$ cat config.mk
export PLATFORM = sky130hd
export DESIGN_NAME = clipped_scaled_blit_addresser
export DESIGN_NICKNAME = d
export VERILOG_FILES = /design/src/csba_pkg.sv /design/src/csba_front.sv /design/src/csba_queue.sv /design/src/csba_back.sv /design/src/clipped_scaled_blit_addresser.sv
export SDC_FILE = /design/constraint.sdc
export NUM_CORES = 1
export LEC_CHECK = 0
export BUFFER_PORTS_ARGS = -buffer_cell sky130_fd_sc_hd__buf_2
export CORE_AREA = 2 2 301 303
export DETAILED_ROUTE_END_ITERATION = 10
export DIE_AREA = 0 0 303 305
export GPL_ROUTABILITY_DRIVEN = 0
export PLACE_DENSITY_LB_ADDON = 0.2
export SETUP_SLACK_MARGIN = 0.3
export SLEW_MARGIN = 20
export SYNTH_ARGS = -nofsm -noshare
export SYNTH_HDL_FRONTEND = slang
export SYNTH_SLANG_ARGS = --single-unit
$ cat constraint.sdc
create_clock -name clk_i -period 8.8 [get_ports clk_i]
set_clock_uncertainty 0.15 [all_clocks]
set_input_delay 0.44 -clock clk_i [delete_from_list [all_inputs] [get_ports clk_i]]
set_output_delay 0.44 -clock clk_i [all_outputs]
set_load 0.01 [all_outputs]
$ cat src/csba_pkg.sv
// ----------------------------------------------------------------------------
// csba_pkg
// Shared types and constants for the clipped, scaled blit address generator.
// ----------------------------------------------------------------------------
package csba_pkg;

  localparam int SCALE_DEF  = 2;
  localparam int VIEW_W_DEF = 640;
  localparam int VIEW_H_DEF = 400;

  // coordinate width covers views up to 2048, phase width covers scales up to 4
  localparam int CRD_W   = 12;
  localparam int OFF_W   = 12;
  localparam int PH_W    = 2;
  localparam int SPR_W   = 10;
  localparam int DEST_W  = 18;
  localparam int SRC_W   = 20;
  localparam int COORD_W = 16;

  localparam int CFG_IDX_W   = 2;
  localparam int QUEUE_DEPTH = 2;

  localparam logic OP_START = 1'b0;
  localparam logic OP_STEP  = 1'b1;

  localparam logic [CFG_IDX_W-1:0] CFG_CLIP_LEFT   = 2'd0;
  localparam logic [CFG_IDX_W-1:0] CFG_CLIP_RIGHT  = 2'd1;
  localparam logic [CFG_IDX_W-1:0] CFG_CLIP_TOP    = 2'd2;
  localparam logic [CFG_IDX_W-1:0] CFG_CLIP_BOTTOM = 2'd3;

  localparam logic [COORD_W-1:0] CLIP_LEFT_RST   = 16'd0;
  localparam logic [COORD_W-1:0] CLIP_RIGHT_RST  = 16'd640;
  localparam logic [COORD_W-1:0] CLIP_TOP_RST    = 16'd0;
  localparam logic [COORD_W-1:0] CLIP_BOTTOM_RST = 16'd400;

  typedef struct packed {
    logic              op;
    logic              visible;
    logic [CRD_W-1:0]  col_start;
    logic [CRD_W-1:0]  col_end;
    logic [CRD_W-1:0]  row_start;
    logic [CRD_W-1:0]  row_end;
    logic [PH_W-1:0]   col_ph;
    logic [PH_W-1:0]   row_ph;
    logic [SPR_W-1:0]  scol;
    logic [SRC_W-1:0]  row_base;
    logic [DEST_W-1:0] dest_base;
    logic [SPR_W-1:0]  width;
  } job_t;

endpackage

$ cat src/csba_front.sv
// ----------------------------------------------------------------------------
// csba_front
// Accepts items, holds the clip registers and turns a start into clipped
// geometry with initial source and destination bases over three stages.
// ----------------------------------------------------------------------------
module csba_front #(
  parameter int SCALE  = csba_pkg::SCALE_DEF,
  parameter int VIEW_W = csba_pkg::VIEW_W_DEF,
  parameter int VIEW_H = csba_pkg::VIEW_H_DEF
) (
  input  logic                                clk_i,
  input  logic                                rst_ni,
  input  logic                                cfg_valid_i,
  input  logic [csba_pkg::CFG_IDX_W-1:0]      cfg_index_i,
  input  logic [csba_pkg::COORD_W-1:0]        cfg_data_i,
  input  logic                                in_valid_i,
  output logic                                in_ready_o,
  input  logic                                in_op_i,
  input  logic [csba_pkg::COORD_W-1:0]        in_x_i,
  input  logic [csba_pkg::COORD_W-1:0]        in_y_i,
  input  logic [csba_pkg::SPR_W-1:0]          in_w_i,
  input  logic [csba_pkg::SPR_W-1:0]          in_h_i,
  output logic                                job_valid_o,
  input  logic                                job_ready_i,
  output csba_pkg::job_t                      job_o
);

  localparam int CW = csba_pkg::COORD_W;
  localparam int RW = csba_pkg::CRD_W;
  localparam int OW = csba_pkg::OFF_W;
  localparam int DIV_K = 16;
  localparam int DIV_M = (2**DIV_K + SCALE - 1) / SCALE;
  localparam int PROD_W = OW + DIV_K + 1;
  localparam logic [CW-1:0] VIEW_W_L = CW'(VIEW_W);
  localparam logic [CW-1:0] VIEW_H_L = CW'(VIEW_H);
  localparam logic [CW-1:0] SCALE_L  = CW'(SCALE);
  localparam logic [DIV_K:0] DIV_M_L = (DIV_K+1)'(DIV_M);

  logic [CW-1:0] clip_left_q, clip_right_q, clip_top_q, clip_bottom_q;

  always_ff @(posedge clk_i or negedge rst_ni) begin
    if (!rst_ni) begin
      clip_left_q   <= csba_pkg::CLIP_LEFT_RST;
      clip_right_q  <= csba_pkg::CLIP_RIGHT_RST;
      clip_top_q    <= csba_pkg::CLIP_TOP_RST;
      clip_bottom_q <= csba_pkg::CLIP_BOTTOM_RST;
    end else if (cfg_valid_i) begin
      case (cfg_index_i)
        csba_pkg::CFG_CLIP_LEFT:   clip_left_q   <= cfg_data_i;
        csba_pkg::CFG_CLIP_RIGHT:  clip_right_q  <= cfg_data_i;
        csba_pkg::CFG_CLIP_TOP:    clip_top_q    <= cfg_data_i;
        csba_pkg::CFG_CLIP_BOTTOM: clip_bottom_q <= cfg_data_i;
        default: ;
      endcase
    end
  end

  // stage handshake
  logic v1_q, v2_q, v3_q;
  logic en1, en2, en3;

  assign en3 = !v3_q || job_ready_i;
  assign en2 = !v2_q || en3;
  assign en1 = !v1_q || en2;
  assign in_ready_o  = en1;
  assign job_valid_o = v3_q;

  always_ff @(posedge clk_i or negedge rst_ni) begin
    if (!rst_ni) begin
      v1_q <= 1'b0;
      v2_q <= 1'b0;
      v3_q <= 1'b0;
    end else begin
      if (en1) v1_q <= in_valid_i;
      if (en2) v2_q <= v1_q;
      if (en3) v3_q <= v2_q;
    end
  end

  // stage 1: scale, clamp and intersect
  logic [CW-1:0] x_w, y_w, ex_w, ey_w, cl_w, cr_w, ct_w, cb_w;
  logic [CW-1:0] sx0_w, sx1_w, sy0_w, sy1_w, col_off_w, row_off_w;
  logic          vis_w;

  always_comb begin
    x_w  = CW'(in_x_i * SCALE_L);
    y_w  = CW'(in_y_i * SCALE_L);
    ex_w = x_w + CW'({6'd0, in_w_i} * SCALE_L);
    ey_w = y_w + CW'({6'd0, in_h_i} * SCALE_L);
    cl_w = clip_left_q[CW-1]  ? '0 : clip_left_q;
    ct_w = clip_top_q[CW-1]   ? '0 : clip_top_q;
    cr_w = ($signed(clip_right_q) > $signed(VIEW_W_L)) ? VIEW_W_L : clip_right_q;
    cb_w = ($signed(clip_bottom_q) > $signed(VIEW_H_L)) ? VIEW_H_L : clip_bottom_q;
    sx0_w = ($signed(x_w) > $signed(cl_w)) ? x_w : cl_w;
    sy0_w = ($signed(y_w) > $signed(ct_w)) ? y_w : ct_w;
    sx1_w = ($signed(ex_w) < $signed(cr_w)) ? ex_w : cr_w;
    sy1_w = ($signed(ey_w) < $signed(cb_w)) ? ey_w : cb_w;
    vis_w = (in_w_i != '0) && (in_h_i != '0) &&
            ($signed(sx0_w) < $signed(sx1_w)) && ($signed(sy0_w) < $signed(sy1_w));
    col_off_w = sx0_w - x_w;
    row_off_w = sy0_w - y_w;
  end

  logic              s1_op_q, s1_vis_q;
  logic [RW-1:0]     s1_sx0_q, s1_sx1_q, s1_sy0_q, s1_sy1_q;
  logic [OW-1:0]     s1_coff_q, s1_roff_q;
  logic [csba_pkg::SPR_W-1:0] s1_w_q;

  always_ff @(posedge clk_i) begin
    if (en1) begin
      s1_op_q   <= in_op_i;
      s1_vis_q  <= vis_w;
      s1_sx0_q  <= sx0_w[RW-1:0];
      s1_sx1_q  <= sx1_w[RW-1:0];
      s1_sy0_q  <= sy0_w[RW-1:0];
      s1_sy1_q  <= sy1_w[RW-1:0];
      s1_coff_q <= col_off_w[OW-1:0];
      s1_roff_q <= row_off_w[OW-1:0];
      s1_w_q    <= in_w_i;
    end
  end

  // stage 2: reciprocal multiply for the source offsets, destination row base
  logic [PROD_W-1:0] cprod_w, rprod_w;
  logic [2*RW-1:0]   dprod_w;

  assign cprod_w = PROD_W'(s1_coff_q) * PROD_W'(DIV_M_L);
  assign rprod_w = PROD_W'(s1_roff_q) * PROD_W'(DIV_M_L);
  assign dprod_w = (2*RW)'(s1_sy0_q) * (2*RW)'(VIEW_W_L);

  logic              s2_op_q, s2_vis_q;
  logic [RW-1:0]     s2_sx0_q, s2_sx1_q, s2_sy0_q, s2_sy1_q;
  logic [OW-1:0]     s2_coff_q, s2_roff_q, s2_cq_q, s2_rq_q;
  logic [csba_pkg::DEST_W-1:0] s2_dbase_q;
  logic [csba_pkg::SPR_W-1:0]  s2_w_q;

  always_ff @(posedge clk_i) begin
    if (en2) begin
      s2_op_q    <= s1_op_q;
      s2_vis_q   <= s1_vis_q;
      s2_sx0_q   <= s1_sx0_q;
      s2_sx1_q   <= s1_sx1_q;
      s2_sy0_q   <= s1_sy0_q;
      s2_sy1_q   <= s1_sy1_q;
      s2_coff_q  <= s1_coff_q;
      s2_roff_q  <= s1_roff_q;
      s2_cq_q    <= cprod_w[DIV_K +: OW];
      s2_rq_q    <= rprod_w[DIV_K +: OW];
      s2_dbase_q <= dprod_w[csba_pkg::DEST_W-1:0];
      s2_w_q     <= s1_w_q;
    end
  end

  // stage 3: remainders give the scale phases, source row base
  logic [OW-1:0] crem_w, rrem_w;
  csba_pkg::job_t job_d, job_q;

  always_comb begin
    crem_w = s2_coff_q - OW'(s2_cq_q * OW'(SCALE));
    rrem_w = s2_roff_q - OW'(s2_rq_q * OW'(SCALE));
    job_d.op        = s2_op_q;
    job_d.visible   = s2_vis_q;
    job_d.col_start = s2_sx0_q;
    job_d.col_end   = s2_sx1_q;
    job_d.row_start = s2_sy0_q;
    job_d.row_end   = s2_sy1_q;
    job_d.col_ph    = crem_w[csba_pkg::PH_W-1:0];
    job_d.row_ph    = rrem_w[csba_pkg::PH_W-1:0];
    job_d.scol      = s2_cq_q[csba_pkg::SPR_W-1:0];
    job_d.row_base  = csba_pkg::SRC_W'(s2_rq_q[csba_pkg::SPR_W-1:0]) *
                      csba_pkg::SRC_W'(s2_w_q);
    job_d.dest_base = s2_dbase_q;
    job_d.width     = s2_w_q;
  end

  always_ff @(posedge clk_i) begin
    if (en3) job_q <= job_d;
  end

  assign job_o = job_q;

endmodule

$ cat src/csba_queue.sv
// ----------------------------------------------------------------------------
// csba_queue
// Short register queue between the front and back parts.
// ----------------------------------------------------------------------------
module csba_queue (
  input  logic           clk_i,
  input  logic           rst_ni,
  input  logic           wr_valid_i,
  output logic           wr_ready_o,
  input  csba_pkg::job_t wr_data_i,
  output logic           rd_valid_o,
  input  logic           rd_ready_i,
  output csba_pkg::job_t rd_data_o
);

  localparam int DEPTH = csba_pkg::QUEUE_DEPTH;
  localparam int PTR_W = $clog2(DEPTH);
  localparam int CNT_W = $clog2(DEPTH + 1);

  csba_pkg::job_t    mem_q [DEPTH];
  logic [PTR_W-1:0]  wr_ptr_q, rd_ptr_q;
  logic [CNT_W-1:0]  count_q;
  logic              push, pop;

  assign wr_ready_o = count_q != CNT_W'(DEPTH);
  assign rd_valid_o = count_q != '0;
  assign rd_data_o  = mem_q[rd_ptr_q];
  assign push = wr_valid_i && wr_ready_o;
  assign pop  = rd_valid_o && rd_ready_i;

  always_ff @(posedge clk_i or negedge rst_ni) begin
    if (!rst_ni) begin
      wr_ptr_q <= '0;
      rd_ptr_q <= '0;
      count_q  <= '0;
    end else begin
      if (push) wr_ptr_q <= wr_ptr_q + 1'b1;
      if (pop)  rd_ptr_q <= rd_ptr_q + 1'b1;
      if (push && !pop)      count_q <= count_q + 1'b1;
      else if (pop && !push) count_q <= count_q - 1'b1;
    end
  end

  always_ff @(posedge clk_i) begin
    if (push) mem_q[wr_ptr_q] <= wr_data_i;
  end

endmodule

$ cat src/csba_back.sv
// ----------------------------------------------------------------------------
// csba_back
// Walks the clipped rectangle one pixel per transaction and registers results.
// ----------------------------------------------------------------------------
module csba_back #(
  parameter int SCALE  = csba_pkg::SCALE_DEF,
  parameter int VIEW_W = csba_pkg::VIEW_W_DEF
) (
  input  logic                           clk_i,
  input  logic                           rst_ni,
  input  logic                           job_valid_i,
  output logic                           job_ready_o,
  input  csba_pkg::job_t                 job_i,
  output logic                           out_valid_o,
  input  logic                           out_ready_i,
  output logic                           out_visible_o,
  output logic                           out_pixel_valid_o,
  output logic [csba_pkg::DEST_W-1:0]    out_dest_o,
  output logic [csba_pkg::SRC_W-1:0]     out_src_o,
  output logic                           out_last_o
);

  localparam int RW = csba_pkg::CRD_W;
  localparam int PW = csba_pkg::PH_W;
  localparam int DW = csba_pkg::DEST_W;
  localparam int SW = csba_pkg::SRC_W;
  localparam int WW = csba_pkg::SPR_W;
  localparam logic [PW-1:0] PH_MAX   = PW'(SCALE - 1);
  localparam logic [DW-1:0] VIEW_W_L = DW'(VIEW_W);

  logic          active_q, active_d;
  logic [RW-1:0] cur_col_q, cur_col_d, cur_row_q, cur_row_d;
  logic [RW-1:0] col_start_q, col_start_d, col_end_q, col_end_d, row_end_q, row_end_d;
  logic [PW-1:0] col_ph_q, col_ph_d, col_ph_start_q, col_ph_start_d, row_ph_q, row_ph_d;
  logic [WW-1:0] scol_q, scol_d, scol_start_q, scol_start_d, width_q, width_d;
  logic [SW-1:0] row_base_q, row_base_d;
  logic [DW-1:0] dest_base_q, dest_base_d;

  logic          ov_q, vis_q, vis_d, pv_q, pv_d, last_q, last_d;
  logic [DW-1:0] dest_q, dest_d;
  logic [SW-1:0] src_q, src_d;

  logic take, col_wrap, row_wrap;

  assign job_ready_o = !ov_q || out_ready_i;
  assign take = job_valid_i && job_ready_o;
  assign col_wrap = ({1'b0, cur_col_q} + 1'b1) >= {1'b0, col_end_q};
  assign row_wrap = ({1'b0, cur_row_q} + 1'b1) >= {1'b0, row_end_q};

  always_comb begin
    active_d       = active_q;
    cur_col_d      = cur_col_q;
    cur_row_d      = cur_row_q;
    col_start_d    = col_start_q;
    col_end_d      = col_end_q;
    row_end_d      = row_end_q;
    col_ph_d       = col_ph_q;
    col_ph_start_d = col_ph_start_q;
    row_ph_d       = row_ph_q;
    scol_d         = scol_q;
    scol_start_d   = scol_start_q;
    width_d        = width_q;
    row_base_d     = row_base_q;
    dest_base_d    = dest_base_q;
    vis_d  = 1'b0;
    pv_d   = 1'b0;
    last_d = 1'b0;
    dest_d = '0;
    src_d  = '0;
    if (job_i.op == csba_pkg::OP_START) begin
      vis_d          = job_i.visible;
      active_d       = job_i.visible;
      cur_col_d      = job_i.col_start;
      cur_row_d      = job_i.row_start;
      col_start_d    = job_i.col_start;
      col_end_d      = job_i.col_end;
      row_end_d      = job_i.row_end;
      col_ph_d       = job_i.col_ph;
      col_ph_start_d = job_i.col_ph;
      row_ph_d       = job_i.row_ph;
      scol_d         = job_i.scol;
      scol_start_d   = job_i.scol;
      width_d        = job_i.width;
      row_base_d     = job_i.row_base;
      dest_base_d    = job_i.dest_base;
    end else if (active_q) begin
      pv_d   = 1'b1;
      dest_d = dest_base_q + DW'(cur_col_q);
      src_d  = row_base_q + SW'(scol_q);
      last_d = col_wrap && row_wrap;
      if (col_wrap && row_wrap) begin
        active_d = 1'b0;
      end else if (col_wrap) begin
        cur_col_d   = col_start_q;
        scol_d      = scol_start_q;
        col_ph_d    = col_ph_start_q;
        cur_row_d   = cur_row_q + 1'b1;
        dest_base_d = dest_base_q + VIEW_W_L;
        if (row_ph_q == PH_MAX) begin
          row_ph_d   = '0;
          row_base_d = row_base_q + SW'(width_q);
        end else begin
          row_ph_d = row_ph_q + 1'b1;
        end
      end else begin
        cur_col_d = cur_col_q + 1'b1;
        if (col_ph_q == PH_MAX) begin
          col_ph_d = '0;
          scol_d   = scol_q + 1'b1;
        end else begin
          col_ph_d = col_ph_q + 1'b1;
        end
      end
    end
  end

  always_ff @(posedge clk_i or negedge rst_ni) begin
    if (!rst_ni) begin
      active_q <= 1'b0;
      ov_q     <= 1'b0;
    end else begin
      if (take) active_q <= active_d;
      if (job_ready_o) ov_q <= job_valid_i;
    end
  end

  always_ff @(posedge clk_i) begin
    if (take) begin
      cur_col_q      <= cur_col_d;
      cur_row_q      <= cur_row_d;
      col_start_q    <= col_start_d;
      col_end_q      <= col_end_d;
      row_end_q      <= row_end_d;
      col_ph_q       <= col_ph_d;
      col_ph_start_q <= col_ph_start_d;
      row_ph_q       <= row_ph_d;
      scol_q         <= scol_d;
      scol_start_q   <= scol_start_d;
      width_q        <= width_d;
      row_base_q     <= row_base_d;
      dest_base_q    <= dest_base_d;
      vis_q          <= vis_d;
      pv_q           <= pv_d;
      last_q         <= last_d;
      dest_q         <= dest_d;
      src_q          <= src_d;
    end
  end

  assign out_valid_o       = ov_q;
  assign out_visible_o     = vis_q;
  assign out_pixel_valid_o = pv_q;
  assign out_dest_o        = dest_q;
  assign out_src_o         = src_q;
  assign out_last_o        = last_q;

endmodule

$ cat src/clipped_scaled_blit_addresser.sv
// ----------------------------------------------------------------------------
// clipped_scaled_blit_addresser
// Address generator for a clipped sprite blit with integer upscaling.
// ----------------------------------------------------------------------------
// Usage:
//   Write the clip window on the cfg channel while no blit is in flight.
//   Send a start transaction (tuser 0) with position and size; its result
//   carries visible in tuser bit 0. Each step transaction (tuser 1) returns
//   one destination address and source offset with tuser bit 1 set, tlast
//   marking the final pixel; steps beyond the rectangle return all zeros.
//   A start while a blit runs abandons it.
// Timing:
//   One transaction per cycle sustained while m_axis_tready stays high. A
//   result passes through three front stages for geometry (reciprocal and
//   row base multiplies), the queue, then the output register of the pixel
//   walker. The walker updates its counters for one pixel per step it takes.
// Reset:
//   Clip window returns to 0..640 by 0..400, no blit active, queue empty.
// Stalls:
//   A stalled m_axis holds its result; the queue and front stages keep
//   accepting until full, then s_axis_tready drops.
// ----------------------------------------------------------------------------
module clipped_scaled_blit_addresser #(
  parameter int SCALE  = csba_pkg::SCALE_DEF,
  parameter int VIEW_W = csba_pkg::VIEW_W_DEF,
  parameter int VIEW_H = csba_pkg::VIEW_H_DEF
) (
  input  logic                           clk_i,
  input  logic                           rst_ni,
  input  logic                           cfg_valid_i,
  output logic                           cfg_ready_o,
  input  logic [csba_pkg::CFG_IDX_W-1:0] cfg_index_i,
  input  logic [csba_pkg::COORD_W-1:0]   cfg_data_i,
  input  logic                           s_axis_tvalid,
  output logic                           s_axis_tready,
  // x_pos[15:0], y_pos[31:16], shape_width[41:32], shape_height[51:42]
  input  logic [55:0]                    s_axis_tdata,
  // operation[0]
  input  logic                           s_axis_tuser,
  output logic                           m_axis_tvalid,
  input  logic                           m_axis_tready,
  // dest_address[17:0], source_offset[37:18]
  output logic [39:0]                    m_axis_tdata,
  // visible[0], pixel_valid[1]
  output logic [1:0]                     m_axis_tuser,
  output logic                           m_axis_tlast
);

  logic           f_valid, f_ready, q_valid, q_ready;
  csba_pkg::job_t f_job, q_job;
  logic           o_vis, o_pv;
  logic [csba_pkg::DEST_W-1:0] o_dest;
  logic [csba_pkg::SRC_W-1:0]  o_src;

  assign cfg_ready_o = 1'b1;

  csba_front #(
    .SCALE  (SCALE),
    .VIEW_W (VIEW_W),
    .VIEW_H (VIEW_H)
  ) u_front (
    .clk_i       (clk_i),
    .rst_ni      (rst_ni),
    .cfg_valid_i (cfg_valid_i),
    .cfg_index_i (cfg_index_i),
    .cfg_data_i  (cfg_data_i),
    .in_valid_i  (s_axis_tvalid),
    .in_ready_o  (s_axis_tready),
    .in_op_i     (s_axis_tuser),
    .in_x_i      (s_axis_tdata[15:0]),
    .in_y_i      (s_axis_tdata[31:16]),
    .in_w_i      (s_axis_tdata[41:32]),
    .in_h_i      (s_axis_tdata[51:42]),
    .job_valid_o (f_valid),
    .job_ready_i (f_ready),
    .job_o       (f_job)
  );

  csba_queue u_queue (
    .clk_i      (clk_i),
    .rst_ni     (rst_ni),
    .wr_valid_i (f_valid),
    .wr_ready_o (f_ready),
    .wr_data_i  (f_job),
    .rd_valid_o (q_valid),
    .rd_ready_i (q_ready),
    .rd_data_o  (q_job)
  );

  csba_back #(
    .SCALE  (SCALE),
    .VIEW_W (VIEW_W)
  ) u_back (
    .clk_i             (clk_i),
    .rst_ni            (rst_ni),
    .job_valid_i       (q_valid),
    .job_ready_o       (q_ready),
    .job_i             (q_job),
    .out_valid_o       (m_axis_tvalid),
    .out_ready_i       (m_axis_tready),
    .out_visible_o     (o_vis),
    .out_pixel_valid_o (o_pv),
    .out_dest_o        (o_dest),
    .out_src_o         (o_src),
    .out_last_o        (m_axis_tlast)
  );

  assign m_axis_tdata = {2'b00, o_src, o_dest};
  assign m_axis_tuser = {o_pv, o_vis};

endmodule

# [Word-level counts from Yosys, hierarchy flattened]
# Memories as Yosys holds them, arrays and structs flattened.
# Index checks and enable logic that the tools add are counted.
[word_totals] wordCells=190 ram_bits=210 output_inout_bits=46 inputBits=80 register_bits=530 memories=1
[op_classes] n_eq_ne=11 bitwise_logic=1 addsub=21 mul=2 reduce_logical=33 n_mux=48 order_cmp=10
[mem_list] memory="u_queue.mem_q" depth=2 word_bits=105 read_ports=1 rd_clocked_by_memory_dff=0 write_ports=1 line="csba_queue.sv:20" rtl="csba_pkg::job_t mem_q [DEPTH];"
[ops] operator="two-way mux 20 bit" n=5
[ops] operator="two-way mux 12 bit" n=8
[ops] operator="two-way mux 16 bit" n=6
[ops] operator="two-way mux 18 bit" n=4
[ops] operator="less-than comparator 16 bit" n=4
[ops] operator="two-way mux 10 bit" n=5
[ops] operator="adder 20 x 10 -> 20 bit" n=2
[ops] operator="adder 16 x 11 -> 16 bit" n=2
[ops] operator="greater-than comparator 16 bit" n=2
[ops] operator="two-way mux 15 bit" n=2
[ops] operator="adder 12 x 1 -> 13 bit (second input constant)" n=2
[ops] operator=">= comparator 13 x 12 -> 1 bit" n=2
[ops] operator="adder 12 x 1 -> 12 bit (second input constant)" n=2
[ops] operator="two-way mux 2 bit" n=12
[ops] operator="subtractor 11 bit" n=2
[ops] operator="multiplier 10 x 10 -> 20 bit" n=1
[ops] operator="nonzero test 10 bit" n=2
[ops] operator="adder 18 x 10 -> 18 bit (second input constant)" n=1
[ops] operator="adder 18 x 12 -> 18 bit" n=1
[ops] operator="greater-than comparator 16 x 10 -> 1 bit (second input constant)" n=1
[ops] operator="greater-than comparator 16 x 11 -> 1 bit (second input constant)" n=1
[ops] operator="multiplier 12 x 3 -> 11 bit (second input constant)" n=1
[ops] operator="AND reduction 2 bit" n=6
[ops] operator="adder 10 x 1 -> 10 bit (second input constant)" n=1
[ops] operator="other kinds (18)" n=51

# [Longest topological paths before layout]
# Gate-level depths: netlist (run 1).
[depth] ltp_word=7 mapped_depth=28 ltp_nobuf=27

# [Modules after synthesis]
# A second synthesis (run 1) with hierarchy kept.
[unflattened] hier_cells=2821 hier_area_um2=37978.9
[by_module_without_submodules] mod="csba_front" seq_area_each_um2=9730.6 cells_per_inst=1577 n_inst=1 area_each_um2=19357.3
[by_module_without_submodules] mod="csba_back" seq_area_each_um2=5305.1 cells_per_inst=870 n_inst=1 area_each_um2=10007.1
[by_module_without_submodules] mod="csba_queue" seq_area_each_um2=6826.5 cells_per_inst=367 n_inst=1 area_each_um2=8569.5
[by_module_without_submodules] mod="clipped_scaled_blit_addresser" seq_area_each_um2=0.0 cells_per_inst=7 n_inst=1 area_each_um2=45.0

# [Worst setup path after synthesis (run 1)]
# No wires, ideal clock.
[synth_timing] path_type="input to register" startpoint="input s_axis_tdata[0]" endpoint="register u_front.s1_vis_q (data pin)" setup_ps=170 n_path_buf=1 required_ps=8480 setup_slack_ps=2930 arrival_time_ps=5550 stages=27 path_cell_list="ha_1 -> fa_1 -> a21o_1 -> a21oi_1 -> o21bai_1 -> a2111oi_0 -> o31ai_1 -> nand3_1 -> xnor2_1 -> ha_1 -> nand2_1 -> nor3_2 -> nand2_1 -> a311o_1 -> a41oi_4 -> buf_2 -> nand3_1 -> o21ai_1 -> inv_1 -> ha_1 -> nor2b_1 -> o21ai_0 -> nand2_1 -> a21oi_1 -> o21ai_0 -> a221o_1 -> a311oi_2"
[synth_via] elab_chain_cells=6 word_cells_on_any_way=8 classes_between="add/sub: 1; order compare: 3; mux: 2; reduce/logical: 2"
[synth_lines] item="from (decl)" line="clipped_scaled_blit_addresser.sv:37" rtl="input logic [55:0] s_axis_tdata,"
[synth_lines] item="adder 16 x 11 -> 16 bit (*)" line="csba_front.sv:88" rtl="ex_w = x_w + CW'({6'd0, in_w_i} * SCALE_L);"
[synth_lines] item="less-than comparator 16 bit" line="csba_front.sv:96" rtl="sx1_w = ($signed(ex_w) < $signed(cr_w)) ? ex_w : cr_w;"
[synth_lines] item="two-way mux 16 bit (*)" line="csba_front.sv:96"
[synth_lines] item="named net u_front.sx1_w[6]" line="csba_front.sv:82" rtl="logic [CW-1:0] sx0_w, sx1_w, sy0_w, sy1_w, col_off_w, row_off_w;"
[synth_lines] item="less-than comparator 16 bit (*)" line="csba_front.sv:99" rtl="($signed(sx0_w) < $signed(sx1_w)) && ($signed(sy0_w) < $signed(sy1_w));"
[synth_lines] item="logical AND 1 bit (*)" line="csba_front.sv:98" rtl="vis_w = (in_w_i != '0) && (in_h_i != '0) &&"
[synth_lines] item="logical AND 1 bit (*)" line="csba_front.sv:99"
[synth_lines] item="named net u_front.vis_w" line="csba_front.sv:83" rtl="logic vis_w;"
[synth_lines] item="to (signal assigned)" line="csba_front.sv:112" rtl="s1_vis_q <= vis_w;"
[synth_lines] item="to (decl)" line="csba_front.sv:104" rtl="logic s1_op_q, s1_vis_q;"
# Mark *: on every way through the listed nets, which the timed path passes. The rest lies on a longest branch.
# A chain may end at the register's enable or synchronous reset.

# [Worst setup path after layout (run 1)]
[layout_timing] startpoint="input s_axis_tdata[32]" endpoint="register u_front.s1_vis_q (data pin)"
[layout_via] elab_chain_cells=6 word_cells_on_any_way=8 classes_between="add/sub: 1; order compare: 2; mux: 1; reduce/logical: 4"
[layout_lines] item="adder 16 x 11 -> 16 bit" line="csba_front.sv:88"
[layout_lines] item="less-than comparator 16 bit" line="csba_front.sv:96"
[layout_lines] item="two-way mux 16 bit" line="csba_front.sv:96"
[layout_lines] item="less-than comparator 16 bit" line="csba_front.sv:99"
[layout_lines] item="logical AND 1 bit (*)" line="csba_front.sv:98"
[layout_lines] item="logical AND 1 bit (*)" line="csba_front.sv:99"
[layout_lines] item="named net u_front.vis_w" line="csba_front.sv:83"
# Marks and branches as above.

==> results.cfg, run 1 <==
[status]
violations = design-rule violations
status = finished with violations

[floorplanning]
chipHeight_um = 305
row_count = 110
die_area_um2 = 92400
start_util_pct = 39.6
dieWidth_um = 303
boundaryPins = 126
core_um2 = 89300

[global_routing]
grt_max_degree = 77
grt_usage_pct = 16.9
overflow = 0
grt_pass1_wl_um = 122000
grt_pass1_vias = 21610
antenna_found_initial = 2

[drt]
drtIter0Drc = 1045
antenna_left = 0
wl_per_cell_um = 18.8
drc = 16
avgViaCountPerCell = 5.08
vias = 20815
firstDrtPassIters = 8
wirelength_um = 77000

[yosys]
syn-cell-area_um2 = 35400
synth.top_cell.area_share_pct = 53.7
ys_top_cells_by_area = edfxtp_1, ha_1, dfrtp_1, mux2_2, fa_1
yosys_warnings = 0
synth_seq_cells = 705
synth_edf_count = 632
synth-main-ff-cell = edfxtp_1
synth-compound-area-share_pct = 7.08
ys_types = 65
yosysSeqAreaShare_pct = 58.9
postSynth.asyncResetShare_pct = 10.4
synth_xor_area_share_pct = 3.20
yosys.area.top_type = edfxtp_1
synth_top_family_by_area = adder cells
synthMuxAreaShare_pct = 6.14
synthAdderAreaFrac_pct = 12.8
synthCells = 2698
synth-simple-area-share_pct = 8.85
synth_area_per_cell_um2 = 13.1

[critical_path]
criticalPathCategory = in2reg
startpoint_type = input port
worstPathRequired_ps = 9070
arrival_ps = 7120
cp_max_fo = 27
critical_path_buf_inv_count = 2
cp_top_family = compound AO/OA/AOI/OAI gates
critPathCaptureType = register
critPathMaxStageDelay_ps = 720
crit_slowest_cell = a41oi_4

[place]
io_buffers = 116
dp_hpwl_um = 56400

[sta]
drv_slew = 0
min_period_ps = 6850
setup_viol = 0
fin_tns_setup_ps = 0
hold_viol_final = 0
slew_headroom_pct = 28.8
worst_pin_slew_ps = 1070
fin_crit_sh_pct = 77.8
max_freq_mhz = 146
rsz0062_at_grt = no

[cts]
cts_setup_buffers = 0
clk_latency_ps = 600
clkTransAtPathRegs_ps = 60
htreeDepth = 3
cts_buffer_depth = 3
root_buffer = clkbuf_16
cts.sinks = 705
cts_tree = yes
numCtsBuffers = 76

[run]
maxCapViolCount = 0

[layout]
synthToLayoutAreaGrowth_pct = 13.5
final_layout_size_suffix_gt1_share_pct = 13.8
final_nets = 3266

[worst_hold_path]
min_path_type = in2reg
-- registers in the layout, indices dropped and copies added (netlist names), 16 cells and up --
register               count
u_front.clip_bottom_q     16
u_front.clip_top_q        16
u_back.out_src_o          20
u_front.job_o             99
u_front.clip_left_q       16
u_front.clip_right_q      16
u_back.row_base_q         20
u_back.out_dest_o         18
u_queue.mem_q            198
-- kinds of logic after synthesis --
logic type,after synthesis
flip-flops,705
adder cells (fa/ha/maj),320
AND/OR/NAND/NOR,653
XOR/XNOR,129
buffers and inverters,280
other,2
AO/OA/AOI/OAI,408
multiplexers,201
-- metal layers --
metal / routed length, um / GRT usage, % / vias to the layer above
met5: 0 / 0 / -
met4: 2170 / 5.38 / 0
met3: 3410 / 2.47 / 135
met2: 35900 / 27.6 / 498
met1: 35500 / 23.3 / 10074
li1: - / - / 10108
-- cell usage after synthesis (6+ instances only) --
cell       instances
nor2b_1           44
or3_1             15
a21boi_0           8
a211oi_1          23
a31oi_1            9
a21oi_1          130
xor2_1            45
nor2_1           127
o21ai_0          108
o211ai_1           7
nor3_1            33
and2_1            47
mux2_2           126
mux2i_1           75
o21a_1            22
clkbuf_1          59
inv_1            203
o31ai_1            6
nand2_1          225
fa_1              70
ha_1             250
dfrtp_1           68
o21ai_1            8
xnor2_1           84
or4_1              8
and3_1            25
edfxtp_1         632
nand2b_1          37
a21o_1            38
nand3_1           50
buf_2              6
o2111ai_1          6
o21bai_1          11
nand4_1           25
-- repair_timing --
item,in CTS,in global routing
resized for setup,0,0
endpoints found under the hold margin,58,0
hold buffers,25,0
setup endpoints to repair,0,0
-- cells in the final DEF, fill, tap and decap left out, drive strengths merged, types with 6 or more instances in the layout --
master,synthesis,final
a21boi,9,9
nand2,225,225
bufinv,0,11
and2,47,47
buf,16,136
nor3,34,34
nor2,127,127
a21oi,130,130
nor2b,44,44
o211ai,7,7
a211oi,23,23
nand4,25,25
nand2b,37,37
o2111ai,6,6
o21ai,116,116
mux2i,75,75
o21a,22,22
o21bai,11,11
nand3,50,50
or3,15,15
edfxtp,632,632
clkinv,0,25
a21o,38,38
fa,70,70
inv,205,206
xnor2,84,84
and3,25,25
dlygate4sd3,0,25
ha,250,250
clkbuf,59,93
xor2,45,45
o31ai,6,6
a31oi,9,9
dfrtp,68,68
or4,8,8
mux2,126,126
-- worst paths after layout --
kind | start | to | slack [ps] | cells past startpoint
worst max register to register | u_front.s2_w_q[3] | u_front.job_o[47] | 2760 | 16
worst max-delay path | s_axis_tdata[32] | u_front.s1_vis_q | 1950 | 27
min in group asynchronous | rst_ni | u_queue.count_q[1] | 90 | 2
max in group asynchronous | rst_ni | u_queue.rd_ptr_q | 7180 | 3
worst min-delay path | cfg_data_i[12] | u_front.clip_top_q[12] | 30 | 2
worst min register to register | u_front.s1_roff_q[4] | u_front.s2_rq_q[3] | 260 | 0
-- cell type report --
type / count / area (um^2)
sequential: 705 / 20800
fill: 7992 / 49200
timing repair buffer: 162 / 991
clock buffer: 92 / 2000
multi-input combinational: 1716 / 13600
clock inverter: 41 / 505
tap: 1176 / 1470
antenna: 1 / 2.50
inverter: 205 / 772
-- through the flow --
step / util, % / hold WS [ps] / std cells / area, um^2 / worst slack [ps]
CTS: 44.9 / 1.63 / 4096 / 40100 / 2050
detailed placement: 41.8 / 156 / 3938 / 37400 / 1930
global placement: 41.8 / 153 / 3938 / 37300 / 1840
finish: 44.9 / 27.7 / 4098 / 40100 / 1950
floorplan: - / -5.59 / 2701 / 35400 / 2930
global route: 44.9 / 6.58 / 4097 / 40100 / 1500
Power of run 1 is left out: the tool's default activity adds up to more than one toggle a clock period on the data nets, which glitch-free logic cannot reach.
==> run 2: changes to the inputs <==
==> constraint.sdc (replaced) <==
create_clock -name clk_i -period 5.8 [get_ports clk_i]
set_clock_uncertainty 0.15 [all_clocks]
set_input_delay 0.29 -clock clk_i [delete_from_list [all_inputs] [get_ports clk_i]]
set_output_delay 0.29 -clock clk_i [all_outputs]
set_load 0.01 [all_outputs]
==> results.cfg, run 2 (synthesis gave the netlist of run 1 again) <==
[critical_path]
cp_max_fo = 15
crit_end = u_front.s1_vis_q
crit_slowest_cell = or4_1
critPathMaxStageDelay_ps = 510
regToRegEndpoint = u_front.s1_vis_q
r2r-start = u_front.clip_bottom_q[10]
ff2ff_path_depth = 21
reg2reg_slack_ps = 450
cp-startpoint = u_front.clip_bottom_q[10]
path_common_cell = buf_4
criticalPathCategory = reg2reg
worstPathRequired_ps = 6110
crit_chain = or4_1, o41ai_1, buf_4, nand2_1, ha_1, a211oi_1, o21bai_1, a21o_1, nor3_4, o21ba_4, buf_4, nand2_1, o21a_1, ha_1, a21o_1, a21oi_1, nor2_1, a2111oi_1, buf_4, a21oi_2, a311oi_2
arrival_ps = 5660
startpoint_type = register
critPathCaptureType = register

[status]
violations = design-rule violations
status = finished with violations

[sta]
worst_pin_slew_ps = 1040
setup_viol = 0
drv_slew = 0
min_period_ps = 5350
fin_crit_sh_pct = 92.3
rsz0062_at_grt = yes
hold_viol_final = 0
max_freq_mhz = 187
slew_headroom_pct = 30.2
whs_ps = 19.0

[layout]
nFillCells = 7871
synthToLayoutAreaGrowth_pct = 16.7
n_antenna_cell = 0
final_common_cell = edfxtp_1
layout_common_cells = edfxtp_1, ha_1, nand2_1, inv_1, buf_4
fin_area_um2 = 41300
top_register = u_queue.mem_q
largest_reg_flops = 198
final_layout_size_suffix_gt1_share_pct = 18.3
final_nets = 3388

[worst_hold_path]
min_path_type = in2reg

[global_routing]
grt_usage_pct = 17.2
grt_max_degree = 97
grt_pass1_vias = 22171
grt_pass1_wl_um = 124000
antenna_found_initial = 1
overflow = 0

[drt]
antenna_left = 0
wl_met3_um = 3150
firstDrtPassIters = 8
wl_per_cell_um = 18.8
met1_length_um = 36200
routed.top_layer = met5
drc = 9
wl_met2_um = 37600
avgViaCountPerCell = 5.08
drtIter0Drc = 1275
vias = 21450
wirelength_um = 79300

[floorplanning]
die_area_um2 = 92400
core_um2 = 89300
dieWidth_um = 303
chipHeight_um = 305
boundaryPins = 126
start_util_pct = 39.6
row_count = 110

[cts]
cts_tree = yes
htreeDepth = 3
cts_buffer_depth = 3
root_buffer = clkbuf_16
clk_latency_ps = 630
clkTransAtPathRegs_ps = 60
numCtsBuffers = 76
cts.sinks = 705

[run]
maxCapViolCount = 0

[place]
dp_hpwl_um = 57700
place_area_um2 = 37900
io_buffers = 116
[run 2: layout make-up]
| type | instances | area, um^2 | share of cell area, % |
|---|---|---|---|
| multi-input combinational | 1718 | 13900 | 33.6 |
| timing repair buffer | 282 | 1930 | 4.69 |
| sequential | 705 | 20800 | 50.4 |
| clock buffer | 100 | 2030 | 4.92 |
| inverter | 205 | 772 | 1.87 |
| tap | 1176 | 1470 | 3.56 |
| clock inverter | 35 | 374 | 0.906 |
[run 2: worst min path at each step]
stage | startpoint | to | slack [ps] | cells past startpoint
floorplan | rst_ni | u_back.active_q | -160 | 0
global placement | rst_ni | u_front.v1_q | 5 | 1
detailed placement | rst_ni | u_front.v1_q | 8 | 1
CTS | s_axis_tdata[0] | u_front.s1_coff_q[1] | 20 | 4
global route | cfg_index_i[0] | u_front.clip_left_q[10] | 10 | 3
finish | cfg_index_i[0] | u_front.clip_left_q[9] | 20 | 3
[run 2: critical path, delay by kind of cell (launching register included)]
| family | cells | cell delay, ps |
|---|---|---|
| AO/OA/AOI/OAI | 11 | 2350 |
| adder cells (fa/ha/maj) | 2 | 620 |
| buffers and inverters | 3 | 650 |
| flip-flops | 1 | 420 |
| AND/OR/NAND/NOR | 5 | 1000 |
[run 2: routing by layer]
layer	vias up	track usage [%]
li1	10347	-
met2	499	28.2
met4	2	5.65
met3	151	2.42
met5	-	0
met1	10451	23.3
[run 2: stage by stage]
step	setup WS, ps	instances	setup TNS (ps)	util [%]
5_1_grt	221	4221	0	46.2
6_report	447	4221	0	46.2
2_1_floorplan	319	2701	0	-
3_5_place_dp	-360	4009	-360	42.4
4_1_cts	300	4203	0	45.8
3_3_place_gp	-284	4009	-284	42.4
[run 2: repair_timing]
| item | in CTS | in global routing |
|---|---|---|
| setup buffers | 26 | 16 |
| gates resized for setup | 11 | 59 |
| endpoints found under the hold margin | 144 | 0 |
| setup endpoints to repair | 5 | 5 |
| cloned | 0 | 2 |
| pin swaps | 10 | 38 |
| hold buffers | 33 | 0 |
Power of run 2 is left out for the same reason.
